<file path="src/hw/rtl/vlsh_pkg.sv">
// Package for the variable-length substitution-box hash.
// Holds the shared widths, seeds, trigger values, opcodes and sequencer states.
// No dependencies; imported by every module of the block.
package vlsh_pkg;

   localparam int MAX_DIGEST_BYTES = 32;
   localparam int BYTE_W           = 8;
   localparam int POS_W            = 5;   // index into the digest store
   localparam int CNT_W            = 6;   // position counter and length, holds 0..63
   localparam int OP_W             = 2;

   localparam logic [CNT_W-1:0]  DIGEST_LENGTH_RESET = CNT_W'(20);
   localparam logic [CNT_W-1:0]  DIGEST_LENGTH_MAX   = CNT_W'(MAX_DIGEST_BYTES);

   localparam logic [BYTE_W-1:0] SLOW_A_SEED = 8'd199;
   localparam logic [BYTE_W-1:0] SLOW_B_SEED = 8'd107;
   localparam logic [BYTE_W-1:0] RUN_SEED    = 8'd17;

   // Running-byte values that step the slow counters.
   localparam logic [BYTE_W-1:0] TRIG_A0 = 8'd13;
   localparam logic [BYTE_W-1:0] TRIG_A1 = 8'd101;
   localparam logic [BYTE_W-1:0] TRIG_A2 = 8'd173;
   localparam logic [BYTE_W-1:0] TRIG_A3 = 8'd207;
   localparam logic [BYTE_W-1:0] TRIG_B  = 8'd67;

   typedef enum logic [OP_W-1:0] {
      OP_START  = 2'd0,
      OP_ABSORB = 2'd1,
      OP_READ   = 2'd2
   } opcode_type;

   typedef enum logic [2:0] {
      S_IDLE,
      S_START_A,
      S_START_B,
      S_START_C,
      S_START_FIN,
      S_ABS_RUN,
      S_ABS_FIN,
      S_READ
   } state_type;

endpackage

</file>
<file path="src/hw/rtl/vlsh_sbox_unit.sv">
// Shared byte substitution unit: one lookup into the fixed 256-entry table.
// Depends on vlsh_pkg for the byte width.
module vlsh_sbox_unit (
   input  logic [vlsh_pkg::BYTE_W-1:0] lookup_addr,
   output logic [vlsh_pkg::BYTE_W-1:0] lookup_data
);
   import vlsh_pkg::*;

   localparam logic [BYTE_W-1:0] SBOX [256] = '{
      8'd108, 8'd35,  8'd77,  8'd207, 8'd9,   8'd111, 8'd203, 8'd175,
      8'd70,  8'd142, 8'd194, 8'd252, 8'd115, 8'd141, 8'd32,  8'd182,
      8'd174, 8'd15,  8'd129, 8'd33,  8'd16,  8'd43,  8'd160, 8'd144,
      8'd149, 8'd30,  8'd197, 8'd185, 8'd54,  8'd246, 8'd75,  8'd169,
      8'd103, 8'd66,  8'd57,  8'd240, 8'd23,  8'd68,  8'd244, 8'd232,
      8'd81,  8'd91,  8'd147, 8'd150, 8'd223, 8'd85,  8'd124, 8'd187,
      8'd167, 8'd110, 8'd222, 8'd80,  8'd20,  8'd95,  8'd131, 8'd74,
      8'd242, 8'd65,  8'd49,  8'd11,  8'd139, 8'd64,  8'd181, 8'd2,
      8'd138, 8'd176, 8'd73,  8'd239, 8'd208, 8'd39,  8'd155, 8'd163,
      8'd168, 8'd233, 8'd50,  8'd107, 8'd173, 8'd134, 8'd180, 8'd196,
      8'd0,   8'd69,  8'd121, 8'd82,  8'd132, 8'd17,  8'd42,  8'd212,
      8'd143, 8'd51,  8'd192, 8'd119, 8'd21,  8'd13,  8'd137, 8'd172,
      8'd186, 8'd60,  8'd211, 8'd47,  8'd237, 8'd46,  8'd25,  8'd254,
      8'd53,  8'd195, 8'd198, 8'd3,   8'd250, 8'd71,  8'd227, 8'd213,
      8'd102, 8'd78,  8'd220, 8'd146, 8'd243, 8'd37,  8'd166, 8'd4,
      8'd190, 8'd97,  8'd178, 8'd251, 8'd45,  8'd100, 8'd159, 8'd165,
      8'd219, 8'd34,  8'd116, 8'd22,  8'd202, 8'd179, 8'd157, 8'd38,
      8'd230, 8'd214, 8'd118, 8'd171, 8'd151, 8'd101, 8'd199, 8'd14,
      8'd158, 8'd98,  8'd156, 8'd117, 8'd96,  8'd231, 8'd148, 8'd92,
      8'd12,  8'd130, 8'd161, 8'd206, 8'd218, 8'd113, 8'd193, 8'd245,
      8'd59,  8'd24,  8'd6,   8'd112, 8'd205, 8'd55,  8'd153, 8'd247,
      8'd88,  8'd128, 8'd36,  8'd229, 8'd170, 8'd120, 8'd210, 8'd145,
      8'd209, 8'd26,  8'd8,   8'd200, 8'd221, 8'd177, 8'd67,  8'd89,
      8'd215, 8'd188, 8'd235, 8'd152, 8'd133, 8'd154, 8'd136, 8'd104,
      8'd31,  8'd204, 8'd99,  8'd241, 8'd63,  8'd164, 8'd62,  8'd109,
      8'd1,   8'd248, 8'd191, 8'd106, 8'd140, 8'd84,  8'd226, 8'd189,
      8'd225, 8'd40,  8'd184, 8'd114, 8'd61,  8'd122, 8'd126, 8'd217,
      8'd183, 8'd224, 8'd93,  8'd162, 8'd87,  8'd58,  8'd83,  8'd255,
      8'd10,  8'd105, 8'd76,  8'd28,  8'd201, 8'd7,   8'd56,  8'd52,
      8'd123, 8'd236, 8'd72,  8'd249, 8'd216, 8'd253, 8'd19,  8'd41,
      8'd44,  8'd48,  8'd135, 8'd27,  8'd79,  8'd29,  8'd94,  8'd238,
      8'd5,   8'd18,  8'd228, 8'd127, 8'd125, 8'd86,  8'd234, 8'd90
   };

   assign lookup_data = SBOX[lookup_addr];

endmodule

</file>
<file path="src/hw/rtl/variable_length_sbox_hash.sv">
// Variable-length substitution-box hash. Each request word carries an opcode: start clears
// the digest and seeds it in two passes, absorb mixes one data byte through every digest
// byte, read returns the digest one byte per response word with the final byte flagged.
// The digest length register (0 to 32 bytes, values above 32 act as 32) is written through
// csr_wr_en/csr_wr_data and should only change while the block is idle. All work runs
// through a single table lookup unit under a small sequencer, so one request word is taken
// at a time and req_ready stays low until it is done: a start makes three lookups per
// seeded byte and one for the final step, an absorb makes one chained lookup per digest
// byte and one more for the final step, and a read gives one response word per cycle when
// rsp_ready stays high. Unused opcode 3 is accepted and ignored. A response word waits in
// its own output register, so the next request can be accepted while the last digest
// byte is still waiting to be taken.
// Depends on vlsh_pkg and vlsh_sbox_unit.
module variable_length_sbox_hash (
   input  logic                           clock,
   input  logic                           reset,

   input  logic                           req_valid,
   output logic                           req_ready,
   input  logic [vlsh_pkg::OP_W-1:0]      req_opcode,
   input  logic [vlsh_pkg::BYTE_W-1:0]    req_data_byte,

   output logic                           rsp_valid,
   input  logic                           rsp_ready,
   output logic [vlsh_pkg::BYTE_W-1:0]    rsp_digest_byte,
   output logic [vlsh_pkg::POS_W-1:0]     rsp_byte_position,
   output logic                           rsp_last_byte,

   input  logic                           csr_wr_en,
   input  logic [vlsh_pkg::CNT_W-1:0]     csr_wr_data
);
   import vlsh_pkg::*;

   // Sequencer state and working registers.
   state_type                 state_ff, state_in;
   logic [CNT_W-1:0]          pos_ff, pos_in;       // current digest byte position
   logic                      pass_ff, pass_in;     // second seeding pass
   logic [BYTE_W-1:0]         walk_ff, walk_in;     // fast table walk counter
   logic [BYTE_W-1:0]         slow_a_ff, slow_a_in;
   logic [BYTE_W-1:0]         slow_b_ff, slow_b_in;
   logic [BYTE_W-1:0]         at_ff, at_in;         // lookup address being built
   logic [BYTE_W-1:0]         run_ff, run_in;       // running byte within a command

   // Architectural state.
   logic [BYTE_W-1:0]         chain_ff, chain_in;
   logic [BYTE_W-1:0]         count_ff, count_in;
   logic [CNT_W-1:0]          len_cfg_ff;
   logic [BYTE_W-1:0]         store_ff [MAX_DIGEST_BYTES];

   // Output register.
   logic                      rsp_valid_ff, rsp_valid_in;
   logic [BYTE_W-1:0]         rsp_data_ff, rsp_data_in;
   logic [POS_W-1:0]          rsp_pos_ff, rsp_pos_in;
   logic                      rsp_last_ff, rsp_last_in;

   // Combinational helpers.
   logic [CNT_W-1:0]          len_act;
   logic [CNT_W-1:0]          pos_inc;
   logic [BYTE_W-1:0]         store_rd;
   logic                      store_clear;
   logic                      store_wr_en;
   logic [BYTE_W-1:0]         store_wr_data;
   logic [BYTE_W-1:0]         lookup_addr;
   logic [BYTE_W-1:0]         lookup_data;
   logic [BYTE_W-1:0]         mix;

   // Lengths above the store size saturate.
   assign len_act  = (len_cfg_ff > DIGEST_LENGTH_MAX) ? DIGEST_LENGTH_MAX : len_cfg_ff;
   assign pos_inc  = pos_ff + CNT_W'(1);
   assign store_rd = store_ff[pos_ff[POS_W-1:0]];

   assign req_ready         = (state_ff == S_IDLE);
   assign rsp_valid         = rsp_valid_ff;
   assign rsp_digest_byte   = rsp_data_ff;
   assign rsp_byte_position = rsp_pos_ff;
   assign rsp_last_byte     = rsp_last_ff;

   vlsh_sbox_unit u_sbox (
      .lookup_addr (lookup_addr),
      .lookup_data (lookup_data)
   );

   always_ff @(posedge clock) begin
      if (reset) begin
         state_ff     <= S_IDLE;
         rsp_valid_ff <= 1'b0;
         chain_ff     <= '0;
         count_ff     <= '0;
         len_cfg_ff   <= DIGEST_LENGTH_RESET;
      end else begin
         state_ff     <= state_in;
         rsp_valid_ff <= rsp_valid_in;
         chain_ff     <= chain_in;
         count_ff     <= count_in;
         if (csr_wr_en) begin
            len_cfg_ff <= csr_wr_data;
         end
      end
   end

   always_ff @(posedge clock) begin
      pos_ff      <= pos_in;
      pass_ff     <= pass_in;
      walk_ff     <= walk_in;
      slow_a_ff   <= slow_a_in;
      slow_b_ff   <= slow_b_in;
      at_ff       <= at_in;
      run_ff      <= run_in;
      rsp_data_ff <= rsp_data_in;
      rsp_pos_ff  <= rsp_pos_in;
      rsp_last_ff <= rsp_last_in;
   end

   // Digest store: cleared by reset and by a start, written at the current position.
   always_ff @(posedge clock) begin
      if (reset || store_clear) begin
         for (int i = 0; i < MAX_DIGEST_BYTES; i++) begin
            store_ff[i] <= '0;
         end
      end else if (store_wr_en) begin
         store_ff[pos_ff[POS_W-1:0]] <= store_wr_data;
      end
   end

   always_comb begin
      state_in      = state_ff;
      pos_in        = pos_ff;
      pass_in       = pass_ff;
      walk_in       = walk_ff;
      slow_a_in     = slow_a_ff;
      slow_b_in     = slow_b_ff;
      at_in         = at_ff;
      run_in        = run_ff;
      chain_in      = chain_ff;
      count_in      = count_ff;
      rsp_valid_in  = rsp_valid_ff & ~rsp_ready;
      rsp_data_in   = rsp_data_ff;
      rsp_pos_in    = rsp_pos_ff;
      rsp_last_in   = rsp_last_ff;
      store_clear   = 1'b0;
      store_wr_en   = 1'b0;
      store_wr_data = run_ff;
      lookup_addr   = run_ff;
      mix           = run_ff ^ lookup_data ^ {{(BYTE_W-CNT_W){1'b0}}, pos_ff} ^ store_rd;

      unique case (state_ff)
         S_IDLE: begin
            if (req_valid) begin
               case (req_opcode)
                  OP_START: begin
                     store_clear = 1'b1;
                     walk_in     = '0;
                     slow_a_in   = SLOW_A_SEED;
                     slow_b_in   = SLOW_B_SEED;
                     run_in      = RUN_SEED;
                     pass_in     = 1'b0;
                     pos_in      = '0;
                     state_in    = (len_act == '0) ? S_START_FIN : S_START_A;
                  end
                  OP_ABSORB: begin
                     run_in   = chain_ff ^ req_data_byte ^ count_ff;
                     pos_in   = '0;
                     state_in = (len_act == '0) ? S_ABS_FIN : S_ABS_RUN;
                  end
                  OP_READ: begin
                     pos_in   = '0;
                     state_in = (len_act == '0) ? S_IDLE : S_READ;
                  end
                  default: begin
                     state_in = S_IDLE;
                  end
               endcase
            end
         end

         // Seeding: the lookup address is the walk plus two table entries picked by the slow
         // counters, built in S_START_A and S_START_B; S_START_C mixes in the third lookup.
         S_START_A: begin
            lookup_addr = slow_a_ff;
            at_in       = lookup_data;
            state_in    = S_START_B;
         end

         S_START_B: begin
            lookup_addr = slow_b_ff;
            at_in       = walk_ff + at_ff + lookup_data;
            state_in    = S_START_C;
         end

         S_START_C: begin
            lookup_addr   = at_ff;
            run_in        = mix;
            store_wr_en   = 1'b1;
            store_wr_data = mix;
            walk_in       = walk_ff + BYTE_W'(1);
            if (mix == TRIG_A0 || mix == TRIG_A1 || mix == TRIG_A2 || mix == TRIG_A3) begin
               slow_a_in = slow_a_ff + BYTE_W'(1);
            end
            if (mix == TRIG_B) begin
               slow_b_in = slow_b_ff + BYTE_W'(1);
            end
            if (pos_inc < len_act) begin
               pos_in   = pos_inc;
               state_in = S_START_A;
            end else if (!pass_ff) begin
               // The second pass starts at position one.
               pass_in  = 1'b1;
               pos_in   = CNT_W'(1);
               state_in = (len_act > CNT_W'(1)) ? S_START_A : S_START_FIN;
            end else begin
               state_in = S_START_FIN;
            end
         end

         S_START_FIN: begin
            lookup_addr = walk_ff;
            chain_in    = run_ff ^ lookup_data;
            count_in    = '0;
            state_in    = S_IDLE;
         end

         // Absorb: the running byte chains through every digest byte, one lookup each.
         S_ABS_RUN: begin
            lookup_addr   = store_rd ^ run_ff;
            run_in        = lookup_data;
            store_wr_en   = 1'b1;
            store_wr_data = lookup_data;
            pos_in        = pos_inc;
            if (pos_inc == len_act) begin
               state_in = S_ABS_FIN;
            end
         end

         S_ABS_FIN: begin
            lookup_addr = run_ff;
            chain_in    = lookup_data;
            count_in    = count_ff + BYTE_W'(1);
            state_in    = S_IDLE;
         end

         // Readout: load the output register whenever it is empty or being emptied.
         S_READ: begin
            if (!rsp_valid_ff || rsp_ready) begin
               rsp_valid_in = 1'b1;
               rsp_data_in  = store_rd;
               rsp_pos_in   = pos_ff[POS_W-1:0];
               rsp_last_in  = (pos_inc == len_act);
               pos_in       = pos_inc;
               if (pos_inc == len_act) begin
                  state_in = S_IDLE;
               end
            end
         end

         default: begin
            state_in = S_IDLE;
         end
      endcase
   end

   // A flagged last word always sits at the final position of the digest.
   assert property (@(posedge clock) disable iff (reset)
      (rsp_valid_ff && rsp_last_ff) |-> (rsp_pos_ff == POS_W'(len_act - CNT_W'(1))))
      else $error("last digest word not at final position");

   // The readout never runs past the active length.
   assert property (@(posedge clock) disable iff (reset)
      (state_ff == S_READ) |-> (pos_ff < len_act))
      else $error("readout position beyond digest length");

   // Finishing a start clears the byte count.
   assert property (@(posedge clock) disable iff (reset)
      (state_ff == S_START_FIN) |=> (count_ff == '0))
      else $error("byte count not cleared by start");

   // The store is only written at a position inside the active digest.
   assert property (@(posedge clock) disable iff (reset)
      store_wr_en |-> (pos_ff < len_act))
      else $error("digest store written outside active length");

endmodule
</file>
<file path="config.mk">
export PLATFORM = sky130hd
export DESIGN_NAME = variable_length_sbox_hash
export DESIGN_NICKNAME = d
export VERILOG_FILES = /design/src/hw/rtl/vlsh_pkg.sv /design/src/hw/rtl/vlsh_sbox_unit.sv /design/src/hw/rtl/variable_length_sbox_hash.sv
export SDC_FILE = /design/constraint.sdc
export NUM_CORES = 1
export LEC_CHECK = 0
export ABC_AREA = 1
export ABC_CLOCK_PERIOD_IN_PS = 7500
export BUFFER_PORTS_ARGS = -buffer_cell sky130_fd_sc_hd__buf_4
export CAP_MARGIN = 10
export CELL_PAD_IN_SITES_DETAIL_PLACEMENT = 1
export CELL_PAD_IN_SITES_GLOBAL_PLACEMENT = 1
export CORE_ASPECT_RATIO = 0.7
export CORE_MARGIN = 1.5
export CORE_UTILIZATION = 35
export CTS_CLUSTER_DIAMETER = 100
export DETAILED_ROUTE_END_ITERATION = 10
export GPL_ROUTABILITY_DRIVEN = 1
export PLACE_DENSITY_LB_ADDON = 0.1
export SETUP_SLACK_MARGIN = 0.4
export SYNTH_ARGS = -nofsm -noshare
export SYNTH_HDL_FRONTEND = slang
export SYNTH_SLANG_ARGS = --single-unit
</file>
<file path="constraint.sdc">
create_clock -name clock -period 7.5 [get_ports clock]
set_input_delay 0 -clock clock [delete_from_list [all_inputs] [get_ports clock]]
set_output_delay 0 -clock clock [all_outputs]
set_load 0.05 [all_outputs]
</file>
==> results of run 1 <==
-- sequential cells by signal, indices dropped and copies added (netlist names), 3 cells and up, named ones only --
signal	count
run_ff	8
state_ff	3
at_ff	8
chain_ff	8
walk_ff	8
count_ff	8
pos_ff	6
slow_b_ff	8
store_ff	256
len_cfg_ff	6
rsp_digest_byte	8
rsp_byte_position	5
slow_a_ff	8
-- cell usage in the layout (no fill, tap or decap), types with 5 or more instances in the layout --
cell type      synthesis  layout
buf_2                 41       7
o221ai_1              26      26
nand2_4                6       6
buf_12                 0       8
o22ai_1               10      10
clkbuf_16              0      39
a31oi_1               11      11
clkbuf_4               0       5
clkinv_1               4       6
edfxtp_1             317     317
nand2_2               37      38
a221oi_1               6       5
clkinv_2               0       6
nand3_1              423     423
dlygate4sd3_1          0      30
o21ai_4                5       6
o21ai_0              124     121
xor2_1                18      18
nand4_1               10      10
inv_1                406     406
nor2_1               186     185
nand3_2               13      13
clkbuf_1              25      14
dfxtp_1               31      29
inv_2                 37      36
a21oi_1               53      52
xnor2_1               16      16
fa_1                   8       8
o21ai_1               28      31
nor3_1                17      17
buf_4                 25     107
nand2_1              851     850
ha_1                  27      25
-- path summary, 6_finish.rpt --
check	startpoint	end	slack, ns	cells past startpoint
worst max-delay path	register	at_ff[7]	0.84	37
worst min-delay path	req_data_byte[2]	run_ff[2]	0.06	4
worst max register to register	register	at_ff[7]	0.84	37
worst min register to register	count_ff[4]	count_ff[4]	0.49	2
-- logic make-up (layout without fill, tap and decap cells) --
group                      count (synthesis)  count (layout)  synth area share (%)
xor gates and xnor gates                  34              34                  1.35
DFF                                      348             348                  45.8
adders and majority gates                 35              35                  2.25
AOI/OAI and AO/OA                        281             281                  7.79
buffers and inverters                    588             675                  12.2
and+or+nand+nor                         1566            1566                  30.6
-- worst register-to-register path: cells and delay by family, from the launching register on --
family | cells | cell delay (ns)
adders and majority gates | 4 | 1.40
AOI/OAI and AO/OA | 5 | 0.60
and+or+nand+nor | 23 | 3.22
buffers and inverters | 4 | 0.55
xor gates and xnor gates | 1 | 0.11
DFF | 1 | 0.55
-- layout make-up --
| class | count | area, sq um |
|---|---|---|
| Fill cell | 7530 | 37200 |
| Sequential cell | 348 | 10100 |
| Multi-Input combinational cell | 1916 | 9350 |
| Inverter | 447 | 1680 |
| Timing Repair Buffer | 159 | 1350 |
| Clock buffer | 55 | 1060 |
| Tap cell | 819 | 1020 |
| Clock inverter | 14 | 163 |
-- per-layer routing --
layer / vias up / part of all wire, % / routed length (um)
met5: - / 0 / 0
met4: 0 / 2.0 / 1760
met3: 106 / 7.9 / 6950
met2: 688 / 41 / 35800
met1: 9954 / 49 / 43400
li1: 9383 / - / -
-- through the flow --
stage,hold slack (ns),area (sq um),std cells
6_report,0.0581,24800,3758
5_1_grt,0.0525,24800,3758
4_1_cts,0.0312,24700,3744
3_5_place_dp,0.240,23100,3645
3_3_place_gp,0.222,23100,3641
2_1_floorplan,0.0787,22100,2852
-- what timing repair did --
action | 4_1_cts | 5_1_grt
setup buffers | 0 | 3
resized for setup | 0 | 5
endpoints found under the hold margin | 37 | 0
hold buffers | 30 | 0
setup endpoints to repair | 0 | 1
==> reports/results.ini, run 1 <==
[clocking]
clkLatencyLatePin_ns = 0.59
clk_pin_slew_ns = 0.06
clock-sinks = 348
cts_root_buf = clkbuf_16
cts_buffer_depth = 3
cts_made_buffers = 39
cts_tree = done
h-tree-depth = 2

[routing]
drc = 0
drt-initial-drc-count = 2027
wire_per_inst_um = 23.4
via_per_inst = 5.36
postRouteAntennaNets = 0
first_pass_iters = 5
num_vias = 20100
routed_wl_mm = 87.9

[yosys]
synth_commonest_cells = 851 x nand2_1, 423 x nand3_1, 406 x inv_1
ys_seq_elements = 348
synth.avg_cell_area_sq_um = 7.76
yosys.area.top_type = edfxtp_1
synth_nets = 2908
async_reset_ff_share_pct = 0
synth_top_area_share_pct = 43.0
yosysWarnings = 0
yosys_most_used_dff = edfxtp_1
post-synth-top-count-cell = nand2_1
synth_edf_count = 317
synthCells = 2852
ys_seq_area_share_pct = 45.8
ys_types = 52
syn-cell-area_sq_um = 22100
synth_area_leaders = edfxtp_1 43%, nand2_1 14%, nand3_1 9.6%

[timing]
slew_violations = 0
fin_worst_skew_ns = 0.0391
timing.setup.tns_ns = 0
fin_ws_ns = 0.836
final.min_clock_period_ns = 6.66
slew-limit-headroom_pct = 17.1
worst_pin_slew_ns = 1.24
rsz0062_at_grt = no
finalHoldViolations = 0
fin_crit_sh_pct = 88.9
setup_viol_count_final = 0
fmax_ghz = 0.150

[global_routing]
grt_pass1_vias = 20200
track_usage_pct = 27.3
gr-max-usage-layer = met1
gr-usage-met3_pct = 5.75
met1_usage_pct = 42.0
grt-ovfl-total = 0
grt_max_degree = 71
met2_usage_pct = 38.6
grt_pass1_wl_mm = 131
antenna_found_initial = 1

[floorplanning]
dieArea_sq_um = 64800
die_w_um = 304
fp.dieH_um = 213
core_area_sq_um = 62000
rows = 76
ios = 37
start_util_pct = 35.7

[outcome]
outcome = finished, final reports clean

[worst_setup_path]
crit_fanout = 67
critPathSlowestCell = dfxtp_4
critPathBufInv = 4
critPathTopFamily = simple AND/OR/NAND/NOR gates
crit_path_frequent_cell = nand2_1
setup.worst_path.start_class = register
critPathRequiredTime_ns = 7.83
max_stage_delay_ns = 0.55
crit_arrival_ns = 7.00
path_class = reg2reg
critPathCaptureType = register

[placed_design]
port_buffers = 36
dp_hpwl_mm = 63.3
dpl_worst_slack_ns = 0.664
place_congestion = 1.00

[finish]
layout.nets = 2967
drive_above_1_share_pct = 10.6
syn_to_final_growth_pct = 11.9
num_antenna_cells = 0
final_util_pct = 39.9

[flow_run]
cap_violations = 0

[hold_path]
hp-class = in2reg

Power of run 1 is left out: the tool's default activity adds up to more than one toggle a clock period on the data nets, which glitch-free logic cannot reach.
==> run 2, diff against run 1 <==
==> constraint.sdc (replaced) <==
create_clock -name clock -period 7.5 [get_ports clock]
set_input_delay 1.125 -clock clock [delete_from_list [all_inputs] [get_ports clock]]
set_output_delay 1.125 -clock clock [all_outputs]
set_load 0.05 [all_outputs]
==> run 2 against run 1 <==
Clock skew fell by 0.0031 ns. Count of clock-buffer cells in the layout rose by 1. Design area fell by 1.3%. Non-clock buffer count fell by 31. Via count fell by 0.19%. Worst hold slack improved by 0.43 ns. First-iteration DRC count fell by 14%. Setup slack got worse by 0.11 ns. Routed wire length fell by 0.53%. Critical path depth did not move. Die area did not move. Highest routed layer is now met5.
==> reports/results.ini, run 2 (synthesis gave the netlist of run 1 again) <==
[finish]
largest_register_ffs = 256  ; unchanged
layout_common_cells = 850 x nand2_1, 423 x nand3_1, 406 x inv_1, 317 x edfxtp_1, 185 x nor2_1  ; unchanged
drive_above_1_share_pct = 10.6  ; about the same
syn_to_final_growth_pct = 10.5  ; was 11.9%
num_antenna_cells = 0  ; unchanged
fillers = 7554  ; was 7530
layout.nets = 2937  ; was 2967
final_common_cell = nand2_1  ; unchanged
top_register = store_ff  ; unchanged

[floorplanning]
die_w_um = 304  ; unchanged
ios = 37  ; unchanged
core_area_sq_um = 62000  ; unchanged
rows = 76  ; unchanged
start_util_pct = 35.7  ; unchanged
dieArea_sq_um = 64800  ; unchanged
fp.dieH_um = 213  ; unchanged

[clocking]
ctsHoldBuffers = 0  ; was 30
cts_root_buf = clkbuf_16  ; unchanged
h-tree-depth = 2  ; unchanged
clkLatencyLatePin_ns = 0.58  ; was 0.59 ns
cts_tree = done  ; unchanged
cts_made_buffers = 40  ; was 39
cts_buffer_depth = 3  ; unchanged
clk_pin_slew_ns = 0.06  ; about the same
clock-sinks = 348  ; unchanged

[timing]
finalHoldViolations = 0  ; unchanged
rsz0062_at_grt = no  ; unchanged
fin_crit_sh_pct = 90.4  ; was 88.9%
fin_worst_skew_ns = 0.0360  ; was 0.0391 ns
fmax_ghz = 0.148  ; was 0.150 GHz
timing.setup.tns_ns = 0  ; unchanged
slew_violations = 0  ; unchanged
setup_viol_count_final = 0  ; unchanged
worst_pin_slew_ns = 1.27  ; was 1.24 ns
final.min_clock_period_ns = 6.78  ; was 6.66 ns
slew-limit-headroom_pct = 14.8  ; was 17.1%

[routing]
via_per_inst = 5.39  ; was 5.36
first_pass_iters = 5  ; unchanged
wire_per_inst_um = 23.4  ; about the same
postRouteAntennaNets = 0  ; unchanged
num_vias = 20100  ; about the same
routed_wl_mm = 87.4  ; was 87.9 mm
drc = 0  ; unchanged
drt-initial-drc-count = 1743  ; was 2027

[flow_run]
cap_violations = 0  ; unchanged

[global_routing]
grt_pass1_vias = 20100  ; was 20.2k
grt-ovfl-total = 0  ; unchanged
grt_max_degree = 71  ; unchanged
track_usage_pct = 26.9  ; was 27.3%
grt_pass1_wl_mm = 130  ; was 131 mm
antenna_found_initial = 2  ; was 1

[worst_setup_path]
setup.worst_path.start_class = register  ; unchanged
path_class = reg2reg  ; unchanged
max_stage_delay_ns = 0.56  ; was 0.55 ns
critPathCaptureType = register  ; unchanged
critPathSlowestCell = dfxtp_4  ; unchanged
critPathRequiredTime_ns = 7.83  ; about the same
crit_fanout = 67  ; unchanged
crit_arrival_ns = 7.10  ; was 7.00 ns
crit_path_frequent_cell = nand3_1  ; was nand2_1

[hold_path]
hp-class = reg2reg  ; was in2reg

[outcome]
outcome = finished, final reports clean  ; unchanged

[placed_design]
place_congestion = 1.00  ; unchanged
port_buffers = 36  ; unchanged
dp_hpwl_mm = 63.3  ; about the same

==> run 2: changes by cell type in the layout (fill, tap and decap cells not counted), sizes merged <==
cell | before | now
inv | 443 | 442
clkinvlp | 2 | 0
dlygate4sd3 | 30 | 0
clkinv | 14 | 19
bufinv | 2 | 0
==> run 2: layer usage <==
metal | routed length, um | GRT usage, %
met1 | 43400 | 41.4
met2 | 35600 | 38.6
met3 | 6430 | 5.01
met4 | 1920 | 6.44
met5 | 12 | 0
==> run 2: per-stage QoR <==
stage	instances	instance area (sq um)	hold WS [ns]	utilization, %	worst slack [ns]
2_1_floorplan	2852	22100	0.424	-	2.53
3_3_place_gp	3641	23100	0.463	37.3	0.593
3_5_place_dp	3646	23100	0.478	37.3	0.660
4_1_cts	3716	24400	0.486	39.3	0.635
5_1_grt	3728	24400	0.516	39.4	0.405
6_report	3728	24400	0.484	39.4	0.723
==> run 2: layout make-up <==
| type | count | area (sq um) | share of cell area (%) |
|---|---|---|---|
| Timing Repair Buffer | 128 | 1050 | 4.29 |
| Inverter | 447 | 1680 | 6.87 |
| Sequential cell | 348 | 10100 | 41.5 |
| Tap cell | 819 | 1020 | 4.19 |
| Multi-Input combinational cell | 1916 | 9340 | 38.2 |
| Clock inverter | 14 | 73.8 | 0.302 |
| Clock buffer | 56 | 1130 | 4.64 |
==> run 2: worst paths after layout <==
kind	start	end	slack, ns	cells past startpoint
setup / recovery	register	at_ff[7]	0.72	37
hold / removal	len_cfg_ff[0]	len_cfg_ff[0]	0.48	2
setup reg to reg	register	at_ff[7]	0.72	37
hold reg to reg	len_cfg_ff[0]	len_cfg_ff[0]	0.48	2
==> run 2: worst max-delay path: cells and delay by family (launching register included) <==
family | cells | cell delay, ns
AND/OR/NAND/NOR | 20 | 2.53
buffers and inverters | 7 | 0.92
flip-flops | 1 | 0.56
XOR/XNOR | 1 | 0.11
AO/OA/AOI/OAI | 5 | 0.73
adder cells (fa/ha/maj) | 4 | 1.56
==> run 2: timing repair <==
action | 4_1_cts | 5_1_grt
setup buffers | 0 | 3
endpoints found under the setup margin | 0 | 2
gates resized for setup | 0 | 3
Power of run 2 is left out for the same reason.
